### config.mk
export PLATFORM = sky130hd
export DESIGN_NAME = wlsf_mul
export DESIGN_NICKNAME = d
export VERILOG_FILES = /design/src/hw/rtl/wlsf_pkg.sv /design/src/hw/rtl/wlsf_mul.sv
export SDC_FILE = /design/constraint.sdc
export NUM_CORES = 2
export LEC_CHECK = 0
export ABC_AREA = 0
export BUFFER_PORTS_ARGS = -buffer_cell sky130_fd_sc_hd__buf_4
export CAP_MARGIN = 20
export CORE_MARGIN = 2
export CORE_UTILIZATION = 35
export DETAILED_ROUTE_END_ITERATION = 8
export GPL_TIMING_DRIVEN = 0
export PLACE_DENSITY = 0.57
export SETUP_SLACK_MARGIN = 0.05
export SYNTH_ARGS = -nofsm -noshare
export SYNTH_HDL_FRONTEND = slang
export SYNTH_SLANG_ARGS = --single-unit
### constraint.sdc
create_clock -name clk -period 13.26 [get_ports clk]
set_input_delay 0.663 -clock clk [delete_from_list [all_inputs] [get_ports clk]]
set_output_delay 0.663 -clock clk [all_outputs]
set_load 0.03 [all_outputs]
### src/hw/rtl/wlsf_pkg.sv
// Shared widths, status codes and sequencer codes for the weighted line fit.
// Used by wlsf_mul, wlsf_div and weighted_least_squares_line_fit. No dependencies.
`default_nettype none

package wlsf_pkg;

    localparam int SAMPLE_W = 16;
    localparam int SW_W     = 26;
    localparam int SX_W     = 42;
    localparam int SXX_W    = 58;
    localparam int MUL_W    = 32;
    localparam int PROD_W   = 2 * MUL_W;
    localparam int OPD_W    = 58;
    localparam int HALF_W   = 29;
    localparam int ACC_W    = 100;
    localparam int FRAC_W   = 16;
    localparam int QUO_W    = ACC_W + FRAC_W + 1;
    localparam int OUT_W    = 48;
    localparam int DIV_CNT_W = $clog2(QUO_W + 1);

    localparam logic [1:0] STATUS_OK       = 2'd0;
    localparam logic [1:0] STATUS_SINGULAR = 2'd1;
    localparam logic [1:0] STATUS_IGNORED  = 2'd2;

    localparam logic [1:0] DET_MAIN      = 2'd0;
    localparam logic [1:0] DET_INTERCEPT = 2'd1;
    localparam logic [1:0] DET_SLOPE     = 2'd2;

    localparam logic [1:0] SHIFT_NONE = 2'd0;
    localparam logic [1:0] SHIFT_HALF = 2'd1;
    localparam logic [1:0] SHIFT_FULL = 2'd2;

    localparam logic [OUT_W-1:0] SAT_POS = 48'h7FFF_FFFF_FFFF;
    localparam logic [OUT_W-1:0] SAT_NEG = 48'h8000_0000_0000;

endpackage

`default_nettype wire

### src/hw/rtl/wlsf_mul.sv
// Shared unsigned 32x32 multiplier with a registered product.
// Depends on wlsf_pkg.
`default_nettype none

module wlsf_mul
(
    input  wire logic                       clk,
    input  wire logic [wlsf_pkg::MUL_W-1:0] a,
    input  wire logic [wlsf_pkg::MUL_W-1:0] b,
    output logic      [wlsf_pkg::PROD_W-1:0] product
);

    logic [wlsf_pkg::PROD_W-1:0] product_reg;

    always_ff @(posedge clk)
    begin
        product_reg <= a * b;
    end

    assign product = product_reg;

endmodule

`default_nettype wire

==> flow_metrics.py <==
metrics = {
    "synth": {
        "synth_common_cells": "fa_1, inv_1, and2_1",
        "yosysWarnings": 0,
        "synth_top_cell_by_area": "fa_1",
        "synthSimpleGateAreaFrac": 0.1762,
        "synth_top_area_share": 0.5173,
        "synthAdderAreaFrac": 0.6122,
        "synth_xor_area_frac": 0.01515,
        "yosysSeqAreaShare": 0.03695,
        "yosysMostFrequentCell": "fa_1",
        "avgSynthCellArea_um2": 9.252,
        "syn_area_um2": 34680,
        "synth_top_family_by_area": "adder cells",
        "ys_ff_latch": 64,
        "synth_nets": 4972,
        "synth_mux_area_frac": 0.0002887,
        "yosys_most_used_dff": "dfxtp_1",
        "syn_inst": 3748,
        "synth_edf_count": 0,
        "synth_compound_area_frac": 0.04153,
        "synth_area_leaders": "fa_1, and2_1, ha_1, inv_1, nand2_1",
        "async_flop_share": 0,
        "ys_types": 57,
    },
    "detailed_routing": {
        "viasPerCell": 5.157,
        "wire_per_inst_um": 25.05,
        "ant_nets": 0,
        "drtIter0Drc": 2170,
        "dr.pass1.iters": 6,
        "routed_wl_um": 129900,
        "drc": 0,
        "vias": 26740,
    },
    "clock_network": {
        "cts-root-buf": "clkbuf_16",
        "clkSinkCount": 64,
        "cts_hold_buf": 0,
        "htree_levels": 3,
        "cts_made_buffers": 9,
        "postCtsSetupRepairBufs": 0,
        "path_clk_slew_ns": 0.06,
        "tritoncts": "built",
        "clk_path_buf_depth": 2,
        "cts_resized": 0,
    },
    "global_routing": {
        "grt_pass1_wl_um": 190700,
        "grt-ovfl-total": 0,
        "first_global_vias": 28310,
        "grt_antenna_before_repair": 15,
        "grt_usage": 0.2610,
        "grt_max_degree": 11,
    },
    "floorplan": {
        "ios": 129,
        "die_area_um2": 101600,
        "num_rows": 115,
        "start_util": 0.3528,
        "core_area_um2": 98280,
        "fp.dieW_um": 318.8,
        "die_h_um": 318.8,
    },
    "job": {
        "maxCapViolCount": 0,
    },
    "critical_path": {
        "worstPathRequired_ns": 13.55,
        "critPathMaxStageDelay_ns": 0.94,
        "cpMostUsedCell": "fa_1",
        "path_cells": "buf_4 -> clkbuf_1 -> nand2_1 -> fa_1 -> fa_1 -> inv_1 -> fa_1 -> fa_1 -> fa_1 -> fa_1 -> fa_1 -> inv_1 -> fa_1 -> inv_1 -> ha_1 -> buf_2 -> nand4_1 -> nor3_1 -> o2111ai_1 -> a31oi_1 -> a31o_2 -> a211oi_1 -> o21ai_1 -> xor2_1",
        "cp_max_fo": 10,
        "cp-start-kind": "input port",
        "end_kind": "flop",
        "cpMaxStageDelayCell": "clkbuf_1",
        "arrival_ns": 9.43,
        "path_class": "input port to flop",
    },
    "timing": {
        "worst_slew_pin_slew_ns": 1.303,
        "fmax_mhz": 109.4,
        "rsz0062_at_grt": "no",
        "fin_crit_ns": 9.140,
        "fin_tns_setup_ns": 0,
        "finalHoldViolCount": 0,
        "finalCritPeriodShare": 0.6893,
        "slew_headroom": 0.1311,
        "maxSlewViolCount": 0,
        "setup_viol": 0,
    },
    "run_status": {
        "status": "complete, no violations",
    },
    "worst_hold_path": {
        "hold_path.class": "input port to flop",
    },
    "layout": {
        "post-route-util": 0.3821,
        "fill_cells": 10120,
        "multi_input_area_um2": 29310,
        "seqCellArea_um2": 1281,
        "largest_reg_flops": 64,
        "syn2layout_area_growth_pct": 8.292,
        "drive_gt1_frac": 0.04263,
        "final_nets": 5113,
    },
    "placed_design": {
        "gp_congestion": 0.9983,
        "io_buffers": 128,
        "dp_hpwl_um": 111100,
    },
}
-- through the flow --
stage / hold WS, ns / cell area (µm²) / worst slack (ns) / instances
after floorplan: 0.7903 / 34680 / 5.844 / 3748
after global placement: 0.9504 / 37250 / 3.974 / 5163
after detailed placement: 0.9510 / 37250 / 3.955 / 5163
after CTS: 0.5661 / 37510 / 4.333 / 5179
after global routing: 0.5737 / 37540 / 3.957 / 5181
final: 0.5954 / 37550 / 4.120 / 5185
-- worst max-delay path: cells and delay by family --
family / cells / cell delay [ns]
AOI/OAI and AO/OA: 5 / 1.65
buffers and inverters: 6 / 1.43
adders and majority gates: 9 / 4.45
and+or+nand+nor: 3 / 1.04
xor gates and xnor gates: 1 / 0.16
-- cell families after synthesis --
family	count (synthesis)
AOI/OAI and AO/OA	202
xor gates and xnor gates	60
adders and majority gates	1159
buffers and inverters	1085
DFF	64
muxes	1
and+or+nand+nor	1177
-- metal layers --
metal	track usage	share of wire	vias to the layer above	wire length [µm]
li1	-	-	11140	-
met1	0.3415	0.39	14020	50940
met2	0.4152	0.46	1272	59630
met3	0.05023	0.088	298	11490
met4	0.1269	0.060	6	7767
met5	0	0.00030	-	39
-- final cells by class --
cell class | instances | share of cell area
well taps | 1287 | 0.04288
flip-flops and latches | 64 | 0.03412
clock inverters | 3 | 0.0004665
repair buffers | 130 | 0.02629
plain buffers | 220 | 0.02219
diodes | 4 | 0.0002666
clock buffers | 13 | 0.006664
multi-input cells | 2599 | 0.7807
inverters | 865 | 0.08647
-- layout by cell type (no fill, tap or decap), types with 4 or more instances in the layout --
master     Yosys  final
a21o_1        40     40
a21oi_1       63     63
a221o_1        4      4
a31oi_1       12     12
and2_1       602    602
and3_1        14     14
buf_2          6      6
buf_4          0    128
clkbuf_1     213    216
clkbuf_16      0      9
dfxtp_1       64     64
diode_2        0      4
fa_1         896    896
ha_1         263    263
inv_1        865    865
nand2_1      480    480
nand3_1       10     10
nand4_1       23     23
nor2_1        20     20
nor3_1         7      7
o21a_1         9      9
o21ai_0       21     21
o21ai_1        5      5
o21bai_1      10     10
xnor2_1       35     35
xor2_1        25     25
-- worst paths after layout --
path                  slack [ns]  depth (start not counted)          end   from
worst min-delay path        0.60                          2   product[0]   b[0]
worst max-delay path        4.12                         24  product[62]  a[18]
Power is not shown: default switching activity piles up to over one toggle a cycle in this logic, so the estimate is an artifact.
